File: config.mk
export PLATFORM = sky130hd
export DESIGN_NAME = bounded_sequential_list_top
export DESIGN_NICKNAME = d
export VERILOG_FILES = /design/src/design/bl_pkg.sv /design/src/design/bl_cell.sv /design/src/design/bl_ctrl.sv /design/src/design/bounded_sequential_list_top.sv
export SDC_FILE = /design/constraint.sdc
export NUM_CORES = 1
export LEC_CHECK = 0
export ABC_AREA = 0
export BUFFER_PORTS_ARGS = -buffer_cell sky130_fd_sc_hd__buf_2
export CAP_MARGIN = 40
export CORE_MARGIN = 4
export CORE_UTILIZATION = 55
export CTS_CLUSTER_DIAMETER = 200
export CTS_CLUSTER_SIZE = 12
export DETAILED_ROUTE_END_ITERATION = 16
export PLACE_DENSITY = 0.71
export SLEW_MARGIN = 0
export SYNTH_ARGS = -nofsm -noshare
export SYNTH_HDL_FRONTEND = slang
export SYNTH_HIERARCHICAL = 1
export SYNTH_SLANG_ARGS = --single-unit
File: constraint.sdc
create_clock -name i_clk -period 3.8 [get_ports i_clk]
set_input_delay 0.57 -clock i_clk [delete_from_list [all_inputs] [get_ports i_clk]]
set_output_delay 0.57 -clock i_clk [all_outputs]
set_load 0.05 [all_outputs]
File: src/design/bl_pkg.sv
`timescale 1ns / 1ps
package bl_pkg;

    localparam int DEF_CAPACITY = 16;
    localparam int KEY_W        = 32;
    localparam int POS_W        = 4;
    localparam int CNT_W        = 5;

    typedef enum logic [1:0] {
        FUNC_CLEAR  = 2'd0,
        FUNC_INSERT = 2'd1,
        FUNC_SEARCH = 2'd2,
        FUNC_REMOVE = 2'd3
    } t_func;

    typedef enum logic [1:0] {
        ST_OK      = 2'd0,
        ST_FULL    = 2'd1,
        ST_EMPTY   = 2'd2,
        ST_MISSING = 2'd3
    } t_status;

    typedef enum logic [1:0] {
        S_IDLE = 2'd0,
        S_EXEC = 2'd1,
        S_SCAN = 2'd2,
        S_DONE = 2'd3
    } t_state;

    typedef struct packed {
        t_func                    func;
        logic signed [KEY_W-1:0]  key;
    } t_req;

    typedef struct packed {
        t_status           status;
        logic [POS_W-1:0]  position;
        logic [CNT_W-1:0]  count;
    } t_rsp;

    typedef struct packed {
        logic load;
        logic shift;
        logic cmp;
    } t_cell_ctrl;

endpackage

File: src/design/bl_cell.sv
`timescale 1ns / 1ps
module bl_cell
    import bl_pkg::*;
(
    input  logic                    i_clk,
    input  t_cell_ctrl              i_ctrl,
    input  logic signed [KEY_W-1:0] i_key,
    input  logic signed [KEY_W-1:0] i_next,
    output logic signed [KEY_W-1:0] o_entry,
    output logic                    o_hit
);

    logic signed [KEY_W-1:0] r_entry;
    logic                    r_hit;

    always_ff @(posedge i_clk) begin
        if (i_ctrl.load) begin
            r_entry <= i_key;
        end else if (i_ctrl.shift) begin
            r_entry <= i_next;
        end
        if (i_ctrl.cmp) begin
            r_hit <= (r_entry == i_key);
        end
    end

    assign o_entry = r_entry;
    assign o_hit   = r_hit;

endmodule

File: src/design/bl_ctrl.sv
`timescale 1ns / 1ps
module bl_ctrl
    import bl_pkg::*;
#(
    parameter int CAPACITY = DEF_CAPACITY
) (
    input  logic                    i_clk,
    input  logic                    i_rst_n,
    input  logic                    i_req_valid,
    output logic                    o_req_ready,
    input  t_req                    i_req,
    output logic                    o_rsp_valid,
    input  logic                    i_rsp_ready,
    output t_rsp                    o_rsp,
    input  logic [CAPACITY-1:0]     i_hit,
    output t_cell_ctrl              o_cell [CAPACITY],
    output logic signed [KEY_W-1:0] o_key
);

    localparam int CW = $clog2(CAPACITY + 1);
    localparam int IW = $clog2(CAPACITY);

    t_state                  r_state, n_state;
    t_func                   r_func;
    logic signed [KEY_W-1:0] r_key;
    logic [CW-1:0]           r_count, n_count;
    logic [CW-1:0]           r_scan, n_scan;
    t_rsp                    r_res, n_res;
    logic                    r_rsp_valid;
    t_rsp                    r_rsp;

    logic accept;
    logic scan_live;
    logic scan_hit;
    logic is_full;

    assign accept    = i_req_valid && o_req_ready;
    assign scan_live = r_scan < r_count;
    assign scan_hit  = scan_live && i_hit[r_scan[IW-1:0]];
    assign is_full   = r_count == CW'(CAPACITY);

    always_ff @(posedge i_clk) begin
        if (!i_rst_n) begin
            r_state     <= S_IDLE;
            r_count     <= '0;
            r_rsp_valid <= 1'b0;
        end else begin
            r_state <= n_state;
            r_count <= n_count;
            if (r_state == S_DONE && (!r_rsp_valid || i_rsp_ready)) begin
                r_rsp_valid <= 1'b1;
            end else if (i_rsp_ready) begin
                r_rsp_valid <= 1'b0;
            end
        end
    end

    always_ff @(posedge i_clk) begin
        if (accept) begin
            r_func <= i_req.func;
            r_key  <= i_req.key;
        end
        r_scan <= n_scan;
        r_res  <= n_res;
        if (r_state == S_DONE && (!r_rsp_valid || i_rsp_ready)) begin
            r_rsp <= r_res;
        end
    end

    always_comb begin
        n_state = r_state;
        n_count = r_count;
        n_scan  = r_scan;
        n_res   = r_res;
        case (r_state)
            S_IDLE: begin
                if (accept) begin
                    n_state = S_EXEC;
                end
            end
            S_EXEC: begin
                n_scan  = '0;
                n_state = S_DONE;
                n_res.position = '0;
                n_res.status   = ST_OK;
                case (r_func)
                    FUNC_CLEAR: begin
                        n_count = '0;
                    end
                    FUNC_INSERT: begin
                        if (is_full) begin
                            n_res.status = ST_FULL;
                        end else begin
                            n_count = r_count + 1'b1;
                        end
                    end
                    default: begin
                        if (r_count == '0) begin
                            n_res.status = ST_EMPTY;
                        end else begin
                            n_state = S_SCAN;
                        end
                    end
                endcase
                n_res.count = CNT_W'(n_count);
            end
            S_SCAN: begin
                if (!scan_live) begin
                    n_res.status   = ST_MISSING;
                    n_res.position = '0;
                    n_state        = S_DONE;
                end else if (scan_hit) begin
                    n_res.status   = ST_OK;
                    n_res.position = POS_W'(r_scan);
                    if (r_func == FUNC_REMOVE) begin
                        n_count = r_count - 1'b1;
                    end
                    n_state = S_DONE;
                end else begin
                    n_scan = r_scan + 1'b1;
                end
                n_res.count = CNT_W'(n_count);
            end
            S_DONE: begin
                if (!r_rsp_valid || i_rsp_ready) begin
                    n_state = S_IDLE;
                end
            end
            default: begin
                n_state = S_IDLE;
            end
        endcase
    end

    always_comb begin
        for (int i = 0; i < CAPACITY; i++) begin
            o_cell[i].cmp   = (r_state == S_EXEC);
            o_cell[i].load  = (r_state == S_EXEC) && (r_func == FUNC_INSERT)
                              && !is_full && (r_count == CW'(i));
            o_cell[i].shift = (r_state == S_SCAN) && (r_func == FUNC_REMOVE)
                              && scan_hit && (CW'(i) >= r_scan);
        end
    end

    assign o_req_ready = (r_state == S_IDLE);
    assign o_rsp_valid = r_rsp_valid;
    assign o_rsp       = r_rsp;
    assign o_key       = r_key;

endmodule

File: src/design/bounded_sequential_list_top.sv
`timescale 1ns / 1ps
// Bounded list of signed 32-bit keys held in insertion order.
// Request channel (i_req_valid / o_req_ready / i_req) carries an operation
// and a key: clear, insert, search or remove. Response channel
// (o_rsp_valid / i_rsp_ready / o_rsp) returns one response per request:
// status, position and the entry count after the operation.
// Each entry sits in a cell; cells compare the key together and, on
// remove, every cell at or past the hit takes its neighbor's entry.
// Steps: a clear or insert, and a search or remove on an empty list, go
// from the execute step straight to the done step, which loads the response
// into the output register once it is free; any other search or remove adds
// one scan step per cell walked, up to and including the hit position, or
// over every entry and a final miss step when the key is absent. A new
// request is taken only once the block is back in idle after loading the
// response, so one request finishes before the next is taken. The scan
// walks the registered compare bits one cell per step.
// Reset empties the list; entries keep no defined value until written.
// A stalled response holds in the output register; the block finishes
// the next request and waits in its final step until the register frees.
module bounded_sequential_list_top
    import bl_pkg::*;
#(
    parameter int CAPACITY = DEF_CAPACITY
) (
    input  logic i_clk,
    input  logic i_rst_n,
    input  logic i_req_valid,
    output logic o_req_ready,
    input  t_req i_req,
    output logic o_rsp_valid,
    input  logic i_rsp_ready,
    output t_rsp o_rsp
);

    t_cell_ctrl              cell_ctrl [CAPACITY];
    logic [CAPACITY-1:0]     hit;
    logic signed [KEY_W-1:0] entry [CAPACITY];
    logic signed [KEY_W-1:0] key;

    bl_ctrl #(
        .CAPACITY (CAPACITY)
    ) u_ctrl (
        .i_clk       (i_clk),
        .i_rst_n     (i_rst_n),
        .i_req_valid (i_req_valid),
        .o_req_ready (o_req_ready),
        .i_req       (i_req),
        .o_rsp_valid (o_rsp_valid),
        .i_rsp_ready (i_rsp_ready),
        .o_rsp       (o_rsp),
        .i_hit       (hit),
        .o_cell      (cell_ctrl),
        .o_key       (key)
    );

    for (genvar g = 0; g < CAPACITY; g++) begin : g_cell
        bl_cell u_cell (
            .i_clk   (i_clk),
            .i_ctrl  (cell_ctrl[g]),
            .i_key   (key),
            .i_next  ((g == CAPACITY - 1) ? entry[g] : entry[(g + 1) % CAPACITY]),
            .o_entry (entry[g]),
            .o_hit   (hit[g])
        );
    end

    a_fail_pos_zero: assert property (@(posedge i_clk) disable iff (!i_rst_n)
        o_rsp_valid && (o_rsp.status != ST_OK) |-> o_rsp.position == '0)
        else $error("failed request reports a nonzero position");

    a_empty_count: assert property (@(posedge i_clk) disable iff (!i_rst_n)
        o_rsp_valid && (o_rsp.status == ST_EMPTY) |-> o_rsp.count == '0)
        else $error("empty status with nonzero count");

    a_one_at_a_time: assert property (@(posedge i_clk) disable iff (!i_rst_n)
        i_req_valid && o_req_ready |=> !o_req_ready)
        else $error("request taken while previous one still in work");

endmodule
==> results.md <==
Global route:
- The number of global-route vias before repair came to 18000.
- The wire length of the first global-routing pass is 99.1 mm.
- Global routing finished with a remaining overflow of 0.
- The global router's overall resource usage is 0.205.
- The initial antenna violation count is 0.
- The pin count of the biggest net entering global routing is 34.

Timing:
- Measured against its own limit, the worst slew margin works out to 0.387.
- The smallest setup slack after layout is 0.282 ns.
- After routing, the total negative slack on setup checks comes to 0 ns.
- For the final database, setup skew stands at 0.0249 ns.
- The max-slew violation count is 0.
- At the pin with the least slew margin, the transition time is 0.920 ns.
- The hold violation total from the final report is 0.
- The minimum clock period after layout is 3.52 ns.
- Across all hold checks on the routed design, the worst slack comes to 0.134 ns.
- Setup repair after global routing left no endpoint under its margin.
- Static timing analysis puts the maximum clock frequency at 0.284 GHz.
- The post-route clock period utilization is 0.926.
- Setup violations remaining at the end of the flow were counted as 0.

Critical path:
- The worst stage delay on the critical path is 0.52 ns.
- For this design, the slowest cell found on the critical path is sky130_fd_sc_hd__dfxtp_1.
- The critical path launch point type is a register.
- The critical path goes through inv_1 -> ha_1 -> a21o_1 -> a21oi_1 -> o211ai_1 -> nor4_4 -> nand2b_1 -> buf_4 -> nor3_1 -> or2_2 -> buf_12.
- The critical path contains buffers and inverters numbering 3 combined.
- At the worst endpoint, the arrival time is 3.83 ns.
- Along the worst path, the maximum fanout reaches 17.
- The critical path required time is 4.11 ns.
- The capturing element type of the critical path is a register.
- The classification of the worst setup path is register to register.
- On the critical path the largest part of the delay comes from simple AND/OR/NAND/NOR gates.

Floorplan:
- The die is 247 um wide.
- The number of rows in the core area is 87.
- The number of placed I/O pins is 51.
- The die covers 0.0608 mm^2.
- The initial utilization of the core area, before any placement, comes to 0.555.
- In this run the vertical extent of the chip is 247 um.
- The area of the core is 0.0564 mm^2.

Detailed routing:
- The routed wire length per instance is 20.6 um.
- The number of vias in the routed layout is 16900.
- The first detailed-routing pass took 5 iterations.
- After detailed routing, the number of vias per cell comes to 5.63.
- The number of DRC violations after detailed routing is 0.
- Once detail routing completed, the nets flagged for antenna violations numbered 0.
- The number of design-rule violations left by the first detailed-router iteration is 893.
- The aggregate routed wire length is 61.8 mm.

Layout:
- Compared with the post-synthesis result, the final layout area differs by 9.53%.
- The number of nets in the final layout is 2279.
- Counting the fill cells in the layout gives 4365.
- Once layout is complete, the utilization of the core stands at 0.608.
- After the flow finishes, the layout carries non-filler instances totaling 3003.
- The fraction of final layout cells with drive strength greater than 1 is 0.337.
- The number of antenna diodes is 0.

CTS:
- The total CTS buffers is 55.
- The H-tree was split into 2 levels.
- The TritonCTS clock tree is done.
- Counting every sink on the clock net gives 597.
- The register clock-pin slew on the reported worst setup and hold paths is 0.06 ns.
- For this design, the CTS-stage hold fixing added 0 buffers.
- The cell chosen for the clock root is sky130_fd_sc_hd__clkbuf_16.
- The insertion delay to the later sink of the worst-skew pair is 0.61 ns.
- Post-CTS timing repair inserted 0 buffers for setup.
- The quantity of gates resized following cts is 0.
- No sink is reached through more buffers than the 3 on the longest clock path.

Yosys:
- The portion of the post-synthesis area used by sequential elements is 0.570.
- The number of different library cells used by synthesis comes to 51.
- Of the post-synthesis cell area, the dominant cell type holds 0.565.
- In the post-synthesis netlist, the cell with the most instances is sky130_fd_sc_hd__edfxtp_1.
- The Yosys step of the flow raised 6 warnings.
- In this run, synthesis inferred 589 flip-flops with an integrated enable.
- The cell type with the largest total area after synthesis is sky130_fd_sc_hd__edfxtp_1.
- The primary flip-flop cell chosen by synthesis mapping is sky130_fd_sc_hd__edfxtp_1.
- Sorting the synthesized cells by how often they occur yields 589 x sky130_fd_sc_hd__edfxtp_1, 513 x sky130_fd_sc_hd__xor2_1, 512 x sky130_fd_sc_hd__mux2_2, 129 x sky130_fd_sc_hd__nor4_1, 55 x sky130_fd_sc_hd__nor2_1.
- Counting every instance in the synthesized netlist gives 2127.
- A synthesized cell averages 14.7 um^2.
- The cell area that synthesis handed to floorplanning was 0.0313 mm^2.
- The net count after synthesis is 2182.
- Of all flip-flops after synthesis, the portion carrying an async set or reset was 0.
- By area the synthesized netlist is led by sky130_fd_sc_hd__edfxtp_1 56%, sky130_fd_sc_hd__mux2_2 18%, sky130_fd_sc_hd__xor2_1 14%, sky130_fd_sc_hd__nor4_1 2.6%, sky130_fd_sc_hd__buf_4 1.1%.
- Synthesis inferred 597 register bits.

Placed design:
- The final weighted congestion of routability-driven global placement is 0.910.
- During placement, the flow inserted port buffers numbering 50.
- The instance count after placement with tap cells included is 2923.
- The wire-length estimate of the detail-placed layout is 43.4 mm.
- Prior to clock tree synthesis, the placed netlist has a worst setup slack of 0.372 ns.

Pwr:
- The power density over cell area is 486 mW/mm^2.
- The worst-case IR drop observed on VDD is 0.558 mV.
- The leakage dissipation is 11.6 nW.

Run status:
- The flow ran to the end, and the final reports show no timing, DRC or antenna violations.

Run:
- The number of max-cap violations is 0.

Min path:
- The worst hold path belongs to the class input pin to register.
-- worst reg2reg max path, cell delays in order, from the launching register on --
cell and delay (ns):
sky130_fd_sc_hd__dfxtp_1 0.52, sky130_fd_sc_hd__inv_1 0.20, sky130_fd_sc_hd__ha_1 0.35, sky130_fd_sc_hd__a21o_1 0.16, sky130_fd_sc_hd__a21oi_1 0.18, sky130_fd_sc_hd__o211ai_1 0.18
sky130_fd_sc_hd__nor4_4 0.41, sky130_fd_sc_hd__nand2b_1 0.10, sky130_fd_sc_hd__buf_4 0.22, sky130_fd_sc_hd__nor3_1 0.24, sky130_fd_sc_hd__or2_2 0.44, sky130_fd_sc_hd__buf_12 0.23
-- through the flow --
step	total power [W]	area, um^2
6_report	0.0167	34300
4_1_cts	0.0168	34300
2_1_floorplan	0.0107	31300
3_3_place_gp	0.0116	32600
3_5_place_dp	0.0118	32800
5_1_grt	0.0174	34300
-- layer usage --
metal	GRT usage	routed length, um	share of wire
met5	0	0	0
met2	0.360	31000	0.50
met3	0.0260	1880	0.030
met1	0.266	27100	0.44
met4	0.0642	1760	0.029
-- final cells by class --
class	instances	area (um^2)	share of cell area
flip-flops and latches	597	17800	0.520
multi-input cells	1417	12800	0.374
clock buffers	79	1510	0.0440
repair buffers	136	1090	0.0317
well taps	756	946	0.0276
inverters	17	63.8	0.00186
clock inverters	1	5.00	0.000146
-- cells by family after synthesis --
group                      count (synthesis)  share of synthesized area
muxes                                    522                      0.187
buffers and inverters                    113                     0.0213
adders and majority gates                 17                    0.00679
DFF                                      597                      0.570
and+or+nand+nor                          304                     0.0553
AOI/OAI and AO/OA                         59                     0.0154
xor gates and xnor gates                 515                      0.144
-- cells in the final DEF, fill, tap and decap left out, types with 5 or more instances in the layout --
cell / count
sky130_fd_sc_hd__nand4_1: 33
sky130_fd_sc_hd__clkbuf_16: 57
sky130_fd_sc_hd__o21ai_0: 10
sky130_fd_sc_hd__nor2_2: 14
sky130_fd_sc_hd__nor3_1: 5
sky130_fd_sc_hd__mux2i_1: 10
sky130_fd_sc_hd__buf_2: 50
sky130_fd_sc_hd__buf_16: 5
sky130_fd_sc_hd__dfxtp_1: 8
sky130_fd_sc_hd__nor4_1: 129
sky130_fd_sc_hd__buf_4: 73
sky130_fd_sc_hd__nor2b_1: 8
sky130_fd_sc_hd__and3_1: 5
sky130_fd_sc_hd__nand3_1: 8
sky130_fd_sc_hd__nor2_1: 41
sky130_fd_sc_hd__a211oi_1: 6
sky130_fd_sc_hd__clkbuf_1: 22
sky130_fd_sc_hd__mux2_2: 512
sky130_fd_sc_hd__or2_2: 17
sky130_fd_sc_hd__xor2_1: 513
sky130_fd_sc_hd__nand2_1: 25
sky130_fd_sc_hd__buf_12: 6
sky130_fd_sc_hd__nand2b_1: 5
sky130_fd_sc_hd__inv_1: 17
sky130_fd_sc_hd__a21oi_1: 8
sky130_fd_sc_hd__edfxtp_1: 589
sky130_fd_sc_hd__ha_1: 17
-- sequential cells by signal, summed over array words and instances (netlist names) --
signal and flops:
g_cell.u_cell/o_entry 512, u_ctrl/o_key 32, g_cell.u_cell/o_hit 16, u_ctrl/o_rsp 11
u_ctrl/r_res 11, u_ctrl/r_count 5, u_ctrl/r_scan 5, u_ctrl/r_func 2
u_ctrl/r_state 2, u_ctrl/o_rsp_valid 1
-- worst paths after layout --
kind / endpoint / slack, ns / depth (start not counted) / start
worst min register to register: u_ctrl/o_rsp[0] / 0.42 / 0 / u_ctrl/r_res[0]
worst max register to register: g_cell[1].u_cell/o_entry[1] / 0.28 / 11 / u_ctrl/r_count[3]
worst min-delay path: u_ctrl/o_key[2] / 0.13 / 1 / i_req[2]
worst max-delay path: g_cell[1].u_cell/o_entry[1] / 0.28 / 11 / u_ctrl/r_count[3]
-- power by group --
part	switching, W	internal (W)
clock	0.00226	0.00270
combinational	0.00234	0.00130
sequential	0.000349	0.00772
(Power assumes the default switching activity.)
